File: src/hw/rtl/qcr_pkg.sv
package qcr_pkg;

    localparam int RenormPeriod = 97;
    localparam int CntW         = 7;
    localparam int DataW        = 16;
    localparam int FracBits     = 14;
    localparam int ProdW        = 2 * DataW;
    localparam int AccW         = ProdW + 2;
    localparam int MagW         = ProdW + 1;
    localparam int NormShift    = 28;
    localparam int NumW         = DataW + NormShift;
    localparam int StepW        = 6;
    localparam int MulSteps     = 16;
    localparam int SqSteps      = 4;
    localparam int DivSteps     = NumW;
    localparam int SatW         = AccW - FracBits;

    localparam logic [1:0] IdxX = 2'd0;
    localparam logic [1:0] IdxY = 2'd1;
    localparam logic [1:0] IdxZ = 2'd2;
    localparam logic [1:0] IdxW = 2'd3;

    localparam logic signed [DataW-1:0] OneQ14  = 16'sd16384;
    localparam logic signed [DataW-1:0] MaxQ14  = 16'sd32767;
    localparam logic signed [DataW-1:0] MinQ14  = -16'sd32768;

    typedef logic signed [DataW-1:0] t_q14;

    typedef struct packed {
        t_q14 spin_x;
        t_q14 spin_y;
        t_q14 spin_z;
        t_q14 spin_w;
    } t_spin;

    typedef struct packed {
        t_q14 orient_x;
        t_q14 orient_y;
        t_q14 orient_z;
        t_q14 orient_w;
        logic renormalized;
    } t_orient;

    typedef struct packed {
        logic [1:0] s_idx;
        logic [1:0] o_idx;
        logic       neg;
    } t_term;

    typedef struct packed {
        logic       load;
        logic       mul_en;
        logic       sq_en;
        logic [3:0] step;
        logic [1:0] idx;
        logic       div_load;
        logic       div_step;
        logic       div_store;
        logic       publish;
        logic       renorm;
    } t_cmd;

    typedef struct packed {
        logic mag_zero;
        logic out_busy;
    } t_stat;

    typedef enum logic [8:0] {
        S_IDLE      = 9'b000000001,
        S_MUL       = 9'b000000010,
        S_DRAIN     = 9'b000000100,
        S_SQ        = 9'b000001000,
        S_SQ_DRAIN  = 9'b000010000,
        S_DIV_LOAD  = 9'b000100000,
        S_DIV_STEP  = 9'b001000000,
        S_DIV_STORE = 9'b010000000,
        S_DONE      = 9'b100000000
    } t_state;

    // component = k[3:2], term = k[1:0]
    function automatic t_term term_sel(input logic [3:0] k);
        t_term t;
        case (k)
            4'd0:    t = '{IdxX, IdxW, 1'b0};
            4'd1:    t = '{IdxW, IdxX, 1'b0};
            4'd2:    t = '{IdxZ, IdxY, 1'b0};
            4'd3:    t = '{IdxY, IdxZ, 1'b1};
            4'd4:    t = '{IdxY, IdxW, 1'b0};
            4'd5:    t = '{IdxW, IdxY, 1'b0};
            4'd6:    t = '{IdxX, IdxZ, 1'b0};
            4'd7:    t = '{IdxZ, IdxX, 1'b1};
            4'd8:    t = '{IdxZ, IdxW, 1'b0};
            4'd9:    t = '{IdxW, IdxZ, 1'b0};
            4'd10:   t = '{IdxY, IdxX, 1'b0};
            4'd11:   t = '{IdxX, IdxY, 1'b1};
            4'd12:   t = '{IdxW, IdxW, 1'b0};
            4'd13:   t = '{IdxX, IdxX, 1'b1};
            4'd14:   t = '{IdxY, IdxY, 1'b1};
            4'd15:   t = '{IdxZ, IdxZ, 1'b1};
            default: t = '{IdxX, IdxX, 1'b0};
        endcase
        return t;
    endfunction

    function automatic t_q14 sat16(input logic signed [SatW-1:0] v);
        t_q14 r;
        if (v > SatW'(MaxQ14)) begin
            r = MaxQ14;
        end else if (v < SatW'(MinQ14)) begin
            r = MinQ14;
        end else begin
            r = v[DataW-1:0];
        end
        return r;
    endfunction

endpackage

File: src/hw/rtl/qcr_if.sv
interface qcr_spin_if;
    logic          valid;
    logic          ready;
    qcr_pkg::t_spin data;
    modport source (output valid, output data, input ready);
    modport sink   (input valid, input data, output ready);
endinterface

interface qcr_orient_if;
    logic            valid;
    logic            ready;
    qcr_pkg::t_orient data;
    modport source (output valid, output data, input ready);
    modport sink   (input valid, input data, output ready);
endinterface

File: src/hw/rtl/quaternion_compose_renorm.sv
// Composes each incoming incremental rotation onto a held orientation quaternion
// (signed Q2.14, identity after reset) and returns the new orientation on the output
// channel. One shared 16x16 multiplier does the 16 products in sequence, and one
// update in every 98 also runs the normalization: the multiplier squares the four
// components, and then a restoring divider divides each of the four components by
// that sum of squares in turn. The input is taken only between updates; a finished
// result sits in the output register so the next input can be taken while it waits.
module quaternion_compose_renorm (
    input  logic                i_clk,
    input  logic                i_rst_n,
    qcr_spin_if.sink            i_spin,
    qcr_orient_if.source        o_orient
);

    qcr_pkg::t_cmd  cmd;
    qcr_pkg::t_stat stat;
    logic           in_ready;
    logic           out_valid;
    qcr_pkg::t_orient out_data;

    qcr_ctrl u_ctrl (
        .i_clk      (i_clk),
        .i_rst_n    (i_rst_n),
        .i_in_valid (i_spin.valid),
        .o_in_ready (in_ready),
        .i_stat     (stat),
        .o_cmd      (cmd)
    );

    qcr_datapath u_datapath (
        .i_clk       (i_clk),
        .i_rst_n     (i_rst_n),
        .i_spin      (i_spin.data),
        .i_cmd       (cmd),
        .i_out_ready (o_orient.ready),
        .o_stat      (stat),
        .o_out       (out_data),
        .o_out_valid (out_valid)
    );

    assign i_spin.ready   = in_ready;
    assign o_orient.valid = out_valid;
    assign o_orient.data  = out_data;

endmodule

File: src/hw/rtl/qcr_ctrl.sv
module qcr_ctrl (
    input  logic           i_clk,
    input  logic           i_rst_n,
    input  logic           i_in_valid,
    output logic           o_in_ready,
    input  qcr_pkg::t_stat i_stat,
    output qcr_pkg::t_cmd  o_cmd
);

    qcr_pkg::t_state r_state, n_state;
    logic [qcr_pkg::StepW-1:0] r_step, n_step;
    logic [1:0]                r_comp, n_comp;
    logic [qcr_pkg::CntW-1:0]  r_cnt, n_cnt;
    logic                      r_renorm, n_renorm;
    logic [qcr_pkg::CntW:0]    cnt_inc;

    assign cnt_inc = {1'b0, r_cnt} + (qcr_pkg::CntW+1)'(1);

    always_comb begin
        n_state    = r_state;
        n_step     = r_step;
        n_comp     = r_comp;
        n_cnt      = r_cnt;
        n_renorm   = r_renorm;
        o_in_ready = 1'b0;
        o_cmd      = '0;
        o_cmd.step   = r_step[3:0];
        o_cmd.idx    = (r_state == qcr_pkg::S_SQ) ? r_step[1:0] : r_comp;
        o_cmd.renorm = r_renorm;
        case (r_state)
            qcr_pkg::S_IDLE: begin
                o_in_ready = 1'b1;
                if (i_in_valid) begin
                    o_cmd.load = 1'b1;
                    n_state    = qcr_pkg::S_MUL;
                    n_step     = '0;
                    if (cnt_inc > (qcr_pkg::CntW+1)'(qcr_pkg::RenormPeriod)) begin
                        n_cnt    = '0;
                        n_renorm = 1'b1;
                    end else begin
                        n_cnt    = cnt_inc[qcr_pkg::CntW-1:0];
                        n_renorm = 1'b0;
                    end
                end
            end
            qcr_pkg::S_MUL: begin
                o_cmd.mul_en = 1'b1;
                if (r_step == qcr_pkg::StepW'(qcr_pkg::MulSteps - 1)) begin
                    n_state = qcr_pkg::S_DRAIN;
                    n_step  = '0;
                end else begin
                    n_step = r_step + qcr_pkg::StepW'(1);
                end
            end
            qcr_pkg::S_DRAIN: begin
                n_state = r_renorm ? qcr_pkg::S_SQ : qcr_pkg::S_DONE;
            end
            qcr_pkg::S_SQ: begin
                o_cmd.sq_en = 1'b1;
                if (r_step == qcr_pkg::StepW'(qcr_pkg::SqSteps - 1)) begin
                    n_state = qcr_pkg::S_SQ_DRAIN;
                    n_step  = '0;
                end else begin
                    n_step = r_step + qcr_pkg::StepW'(1);
                end
            end
            qcr_pkg::S_SQ_DRAIN: begin
                n_state = qcr_pkg::S_DIV_LOAD;
                n_comp  = '0;
            end
            qcr_pkg::S_DIV_LOAD: begin
                if (i_stat.mag_zero) begin
                    n_state = qcr_pkg::S_DONE;
                end else begin
                    o_cmd.div_load = 1'b1;
                    n_step         = '0;
                    n_state        = qcr_pkg::S_DIV_STEP;
                end
            end
            qcr_pkg::S_DIV_STEP: begin
                o_cmd.div_step = 1'b1;
                if (r_step == qcr_pkg::StepW'(qcr_pkg::DivSteps - 1)) begin
                    n_state = qcr_pkg::S_DIV_STORE;
                end else begin
                    n_step = r_step + qcr_pkg::StepW'(1);
                end
            end
            qcr_pkg::S_DIV_STORE: begin
                o_cmd.div_store = 1'b1;
                if (r_comp == qcr_pkg::IdxW) begin
                    n_state = qcr_pkg::S_DONE;
                end else begin
                    n_comp  = r_comp + 2'd1;
                    n_state = qcr_pkg::S_DIV_LOAD;
                end
            end
            qcr_pkg::S_DONE: begin
                if (!i_stat.out_busy) begin
                    o_cmd.publish = 1'b1;
                    n_state       = qcr_pkg::S_IDLE;
                end
            end
            default: begin
                n_state = qcr_pkg::S_IDLE;
            end
        endcase
    end

    always_ff @(posedge i_clk) begin
        if (!i_rst_n) begin
            r_state  <= qcr_pkg::S_IDLE;
            r_step   <= '0;
            r_comp   <= '0;
            r_cnt    <= '0;
            r_renorm <= 1'b0;
        end else begin
            r_state  <= n_state;
            r_step   <= n_step;
            r_comp   <= n_comp;
            r_cnt    <= n_cnt;
            r_renorm <= n_renorm;
        end
    end

endmodule

File: src/hw/rtl/qcr_datapath.sv
module qcr_datapath (
    input  logic             i_clk,
    input  logic             i_rst_n,
    input  qcr_pkg::t_spin   i_spin,
    input  qcr_pkg::t_cmd    i_cmd,
    input  logic             i_out_ready,
    output qcr_pkg::t_stat   o_stat,
    output qcr_pkg::t_orient o_out,
    output logic             o_out_valid
);

    qcr_pkg::t_q14 r_spin   [4];
    qcr_pkg::t_q14 r_orient [4];
    qcr_pkg::t_q14 r_res    [4];

    logic signed [qcr_pkg::ProdW-1:0] r_prod;
    logic                             r_p_mul;
    logic                             r_p_sq;
    logic [3:0]                       r_p_step;
    logic signed [qcr_pkg::AccW-1:0]  r_acc;
    logic [qcr_pkg::MagW-1:0]         r_mag;
    logic [qcr_pkg::MagW-1:0]         r_rem;
    logic [qcr_pkg::NumW-1:0]         r_num;
    logic                             r_neg;
    qcr_pkg::t_orient                 r_out;
    logic                             r_out_valid;

    qcr_pkg::t_term                   sel;
    qcr_pkg::t_term                   p_sel;
    qcr_pkg::t_q14                    mul_a;
    qcr_pkg::t_q14                    mul_b;
    logic signed [qcr_pkg::AccW-1:0]  prod_ext;
    logic signed [qcr_pkg::AccW-1:0]  acc_base;
    logic signed [qcr_pkg::AccW-1:0]  acc_sum;
    qcr_pkg::t_q14                    acc_q;
    logic [qcr_pkg::MagW-1:0]         mag_base;
    logic [qcr_pkg::MagW-1:0]         mag_sum;
    logic [qcr_pkg::MagW:0]           rem_sh;
    logic [qcr_pkg::MagW:0]           rem_sub;
    logic                             rem_ge;
    qcr_pkg::t_q14                    ld_val;
    logic [qcr_pkg::DataW-1:0]        ld_mag;
    logic                             q_big;
    qcr_pkg::t_q14                    div_q;

    assign sel   = qcr_pkg::term_sel(i_cmd.step);
    assign p_sel = qcr_pkg::term_sel(r_p_step);
    assign mul_a = i_cmd.sq_en ? r_res[i_cmd.idx] : r_spin[sel.s_idx];
    assign mul_b = i_cmd.sq_en ? r_res[i_cmd.idx] : r_orient[sel.o_idx];

    // product accumulation, floor by dropping low bits, saturate
    assign prod_ext = {{(qcr_pkg::AccW-qcr_pkg::ProdW){r_prod[qcr_pkg::ProdW-1]}}, r_prod};
    assign acc_base = (r_p_step[1:0] == 2'd0) ? '0 : r_acc;
    assign acc_sum  = p_sel.neg ? acc_base - prod_ext : acc_base + prod_ext;
    assign acc_q    = qcr_pkg::sat16(acc_sum[qcr_pkg::AccW-1:qcr_pkg::FracBits]);

    // sum of squares
    assign mag_base = (r_p_step[1:0] == 2'd0) ? '0 : r_mag;
    assign mag_sum  = mag_base + {1'b0, r_prod};

    // restoring divider, one quotient bit per cycle
    assign rem_sh  = {r_rem, r_num[qcr_pkg::NumW-1]};
    assign rem_ge  = rem_sh >= {1'b0, r_mag};
    assign rem_sub = rem_sh - {1'b0, r_mag};

    assign ld_val = r_res[i_cmd.idx];
    assign ld_mag = ld_val[qcr_pkg::DataW-1] ? 16'(-ld_val) : 16'(ld_val);

    assign q_big = |r_num[qcr_pkg::NumW-1:qcr_pkg::DataW-1];

    always_comb begin
        if (r_neg) begin
            div_q = q_big ? qcr_pkg::MinQ14 : -qcr_pkg::t_q14'(r_num[qcr_pkg::DataW-1:0]);
        end else begin
            div_q = q_big ? qcr_pkg::MaxQ14 : qcr_pkg::t_q14'(r_num[qcr_pkg::DataW-1:0]);
        end
    end

    always_ff @(posedge i_clk) begin
        if (i_cmd.load) begin
            r_spin[0] <= i_spin.spin_x;
            r_spin[1] <= i_spin.spin_y;
            r_spin[2] <= i_spin.spin_z;
            r_spin[3] <= i_spin.spin_w;
        end
        if (i_cmd.mul_en || i_cmd.sq_en) begin
            r_prod   <= mul_a * mul_b;
            r_p_step <= i_cmd.sq_en ? {2'd0, i_cmd.idx} : i_cmd.step;
        end
        if (r_p_mul) begin
            r_acc <= acc_sum;
            if (r_p_step[1:0] == 2'd3) begin
                r_res[r_p_step[3:2]] <= acc_q;
            end
        end
        if (r_p_sq) begin
            r_mag <= mag_sum;
        end
        if (i_cmd.div_load) begin
            r_rem <= '0;
            r_num <= {ld_mag, {qcr_pkg::NormShift{1'b0}}};
            r_neg <= ld_val[qcr_pkg::DataW-1];
        end
        if (i_cmd.div_step) begin
            r_rem <= rem_ge ? rem_sub[qcr_pkg::MagW-1:0] : rem_sh[qcr_pkg::MagW-1:0];
            r_num <= {r_num[qcr_pkg::NumW-2:0], rem_ge};
        end
        if (i_cmd.div_store) begin
            r_res[i_cmd.idx] <= div_q;
        end
        if (i_cmd.publish) begin
            r_out <= '{r_res[0], r_res[1], r_res[2], r_res[3], i_cmd.renorm};
        end
    end

    always_ff @(posedge i_clk) begin
        if (!i_rst_n) begin
            r_p_mul     <= 1'b0;
            r_p_sq      <= 1'b0;
            r_out_valid <= 1'b0;
            r_orient[0] <= '0;
            r_orient[1] <= '0;
            r_orient[2] <= '0;
            r_orient[3] <= qcr_pkg::OneQ14;
        end else begin
            r_p_mul <= i_cmd.mul_en;
            r_p_sq  <= i_cmd.sq_en;
            if (i_cmd.publish) begin
                r_orient    <= r_res;
                r_out_valid <= 1'b1;
            end else if (i_out_ready) begin
                r_out_valid <= 1'b0;
            end
        end
    end

    assign o_stat.mag_zero = (r_mag == '0);
    assign o_stat.out_busy = r_out_valid && !i_out_ready;
    assign o_out           = r_out;
    assign o_out_valid     = r_out_valid;

endmodule

File: src/flat_wrapper.sv
// flat-port wrapper written by rule: the top's interface ports become plain ports
module quaternion_compose_renorm_flat 
  (i_clk, i_rst_n, i_spin_valid, i_spin_data, i_spin_ready, o_orient_valid, o_orient_data, o_orient_ready);
  qcr_spin_if i_spin_i ();
  qcr_orient_if o_orient_i ();
  input  logic i_clk;
  input  logic i_rst_n;
  input wire logic [$bits(i_spin_i.valid)-1:0] i_spin_valid;
  input wire logic [$bits(i_spin_i.data)-1:0] i_spin_data;
  output wire logic [$bits(i_spin_i.ready)-1:0] i_spin_ready;
  output wire logic [$bits(o_orient_i.valid)-1:0] o_orient_valid;
  output wire logic [$bits(o_orient_i.data)-1:0] o_orient_data;
  input wire logic [$bits(o_orient_i.ready)-1:0] o_orient_ready;
  assign i_spin_i.valid = i_spin_valid;
  assign i_spin_i.data = i_spin_data;
  assign i_spin_ready = i_spin_i.ready;
  assign o_orient_valid = o_orient_i.valid;
  assign o_orient_data = o_orient_i.data;
  assign o_orient_i.ready = o_orient_ready;
  quaternion_compose_renorm u_core (.i_clk(i_clk), .i_rst_n(i_rst_n), .i_spin(i_spin_i), .o_orient(o_orient_i));
endmodule
File: config.mk
export PLATFORM = sky130hd
export DESIGN_NAME = quaternion_compose_renorm_flat
export DESIGN_NICKNAME = d
export VERILOG_FILES = /design/src/hw/rtl/qcr_pkg.sv /design/src/hw/rtl/qcr_if.sv /design/src/hw/rtl/quaternion_compose_renorm.sv /design/src/hw/rtl/qcr_ctrl.sv /design/src/hw/rtl/qcr_datapath.sv /design/src/flat_wrapper.sv
export SDC_FILE = /design/constraint.sdc
export NUM_CORES = 2
export LEC_CHECK = 0
export ABC_AREA = 1
export BUFFER_PORTS_ARGS = -buffer_cell sky130_fd_sc_hd__clkbuf_2
export CORE_ASPECT_RATIO = 2
export CORE_MARGIN = 3
export CORE_UTILIZATION = 49
export DETAILED_ROUTE_END_ITERATION = 16
export GPL_ROUTABILITY_DRIVEN = 0
export PLACE_DENSITY = 0.72
export SYNTH_ARGS = -nofsm -noshare
export SYNTH_HDL_FRONTEND = slang
export SYNTH_SLANG_ARGS = --single-unit
File: constraint.sdc
create_clock -name i_clk -period 7.3 [get_ports i_clk]
set_input_delay 1.095 -clock i_clk [delete_from_list [all_inputs] [get_ports i_clk]]
set_output_delay 1.095 -clock i_clk [all_outputs]
set_load 0.005 [all_outputs]
==> flow_summary.ini <==
[logic_synthesis]
synth_area_leader_cell = edfxtp_1
synth_warnings = 0
synthFlopType = edfxtp_1
synthArstFlopShare = 0
syn_inst = 4585
netlist.area_leader.share = 0.253
synth_cell_types = 60
synth_edf_count = 310
synth-simple-area-share = 0.192
netlist_area_um2 = 36800
synth_top_family_by_area = adder cells
syn_avg_cell_area_um2 = 8.02
synth.area.mux_share = 0
synth_seq_cells = 470
yosysSeqAreaShare = 0.340
ys_top_cells_by_area = edfxtp_1 (25%), fa_1 (14%), nand2_1 (9.1%)
synth_compound_area_frac = 0.118
synth_nets = 5104
synth_xor_xnor_area_share = 0.0414
yosys.area_share.adder = 0.207

[worst_setup_path]
r2r.worst_path.cells = 32
crit_required_ns = 7.67
worst-setup-path-type = reg -> reg
start_kind = flip-flop
r2r-start = u_core.u_ctrl.r_state[1]
crit_fanout = 8
worst_path_max_delay_cell = fa_2
crit_path_end_kind = flip-flop
slowest_delay_ns = 0.65
rrSetupSlack_ns = 0.07
r2r-end = u_core.u_datapath.r_prod[29]
crit_path_frequent_cell = fa_1
cp.arrival_ns = 7.60

[min_path]
min_from = u_core.u_datapath.r_res[60]
holdPathEnd = u_core.u_datapath.o_out[61]
hold_depth = 0
min_path_type = reg -> reg

[timing]
post-route-period-util = 0.991
finalHoldViolCount = 0
rsz0062_at_grt = yes
min_period_ns = 7.23
slew_headroom = 0.147
final.setup.tns_ns = 0
fmax_ghz = 0.138
fin_skew_ns = 0.0396
final_max_slew_viol_count = 0
setup_viol = 0
tightest_slew_ns = 1.28

[global_route]
grt.busiest_layer = met2
grt_util_met1 = 0.301
grt_max_degree = 166
first_global_vias = 32000
antenna_found_initial = 0
track_usage = 0.285
met2_usage = 0.493
grt_overflow_total = 0
grt_pass1_wl_mm = 173
grt_use_met3 = 0.0438

[detailed_routing]
post_drt_wl_per_cell_um = 19.8
ant_nets = 0
drt_pass1_iterations = 8
drt-initial-drc-count = 2717
totalWireLength_mm = 114
via_per_inst = 5.61
vias = 32500
drc = 0

[layout]
drive_gt1_frac = 0.122
fin_nets = 5340
syn2layout_area_growth_pct = 13.9
multi_input_area_um2 = 21200
final_cells = 5787
fillers = 6589
seq_area_um2 = 12500

[run_status]
status = finished, final reports clean

[floorplanning]
core_um2 = 74100
num_rows = 141
start_util = 0.496
die_width_um = 200
die-area_um2 = 78600
die_h_um = 393
ioPinCount = 135

[place]
place_hpwl_mm = 89.3
portBuffers = 134
dp_cells = 5648

[clock_tree]
clk_latency_ns = 0.62
numCtsBuffers = 44
clk_path_buf_depth = 3
cts_tree = built
cts.sinks = 470
cts_root_buf = clkbuf_16
htreeDepth = 2
clkTransAtPathRegs_ns = 0.07

[run]
drv_cap = 0
[per-layer routing]
layer,share of wire,vias to the layer above
met2,0.50,1576
met5,0,-
met1,0.33,15200
met4,0.10,0
li1,-,15100
met3,0.070,585
[what timing repair did]
item                       in CTS  in global routing
gates resized for setup        10                179
hold buffers                    0                  0
setup endpoints to repair       3                 18
buffers inserted                1                 52
gates cloned                    0                  3
pin swaps                       2                 48
[through the flow]
stage | hold WS, ns | cell area [µm²] | util | worst slack [ns]
final | 0.428 | 41900 | 0.565 | 0.0667
after global routing | 0.441 | 41900 | 0.565 | -0.115
after CTS | 0.415 | 40800 | 0.551 | 0.0125
after detailed placement | 0.416 | 39200 | 0.529 | -0.105
after global placement | 0.418 | 39200 | 0.529 | -0.0459
after floorplan | 0.408 | 36800 | - | 0.207
[cell families after synthesis]
kind of cell / Yosys count
XOR/XNOR: 174
AND/OR/NAND/NOR: 1736
flip-flops: 470
adder cells (fa/ha/maj): 451
AO/OA/AOI/OAI: 790
buffers and inverters: 964
[worst max path at each step]
stage | from | end | slack [ns] | cells after the start
floorplan | u_core.u_ctrl.r_state[8] | u_core.u_datapath.r_prod[29] | 0.21 | 32
global placement | u_core.u_ctrl.r_state[0] | u_core.u_datapath.r_prod[28] | -0.05 | 34
detailed placement | u_core.u_ctrl.r_state[0] | u_core.u_datapath.r_prod[29] | -0.11 | 33
CTS | u_core.u_ctrl.r_state[0] | u_core.u_datapath.r_prod[29] | 0.01 | 33
global route | u_core.u_ctrl.r_state[1] | u_core.u_datapath.r_prod[28] | -0.12 | 35
finish | u_core.u_ctrl.r_state[1] | u_core.u_datapath.r_prod[29] | 0.07 | 32
[sequential cells by signal (all words and copies together) (netlist names), 32 cells and up]
register / cells
u_core.u_datapath.o_out: 65
u_core.u_datapath.r_orient: 64
u_core.u_datapath.r_res: 64
u_core.u_datapath.r_spin: 64
u_core.u_datapath.r_num: 44
u_core.u_datapath.r_acc: 34
u_core.u_datapath.r_mag: 33
u_core.u_datapath.r_rem: 33
u_core.u_datapath.r_prod: 32
[worst max-delay path, delay by kind of cell, from the launching register on]
kind / cells / cell delay [ns]
buf+inv: 5 / 0.52
xor+xnor: 1 / 0.13
flops: 1 / 0.34
simple gates: 14 / 1.72
fa+ha+maj: 7 / 3.42
compound gates: 5 / 0.86
[cells in the mapped netlist (28+ instances only)]
| master | instances |
|---|---|
| edfxtp_1 | 310 |
| clkbuf_1 | 84 |
| o21ai_0 | 292 |
| nand2_1 | 891 |
| xnor2_1 | 70 |
| nand3_1 | 109 |
| dfxtp_1 | 160 |
| nor3_1 | 45 |
| fa_1 | 265 |
| a21oi_1 | 339 |
| ha_1 | 186 |
| nor2_1 | 594 |
| nand4_1 | 33 |
| buf_2 | 28 |
| xor2_1 | 104 |
| inv_1 | 812 |
[layout make-up]
cell class,instances,area share
antenna,1,0.0000597
timing repair inverter,2,0.000299
tap,929,0.0277
clock inverter,31,0.0107
multi-input combinational,3152,0.506
inverter,838,0.0761
timing repair buffer,313,0.0530
clock buffer,51,0.0274
sequential,470,0.299
[placed cells by master (no fill, tap or decap), types with 32 or more instances in the layout]
cell type / instances
nand2_1: 864
xnor2_1: 70
xor2_1: 104
buf_4: 154
nand3_1: 107
inv_1: 793
clkbuf_16: 45
o21ai_0: 279
nor2_1: 578
nand4_1: 33
edfxtp_1: 310
clkbuf_2: 134
nand2_2: 32
fa_1: 248
ha_1: 173
nor3_1: 43
a21oi_1: 330
dfxtp_1: 155
Power is left out: the tool's default activity adds up to more than one toggle a clock period on the data nets, which glitch-free logic cannot reach.
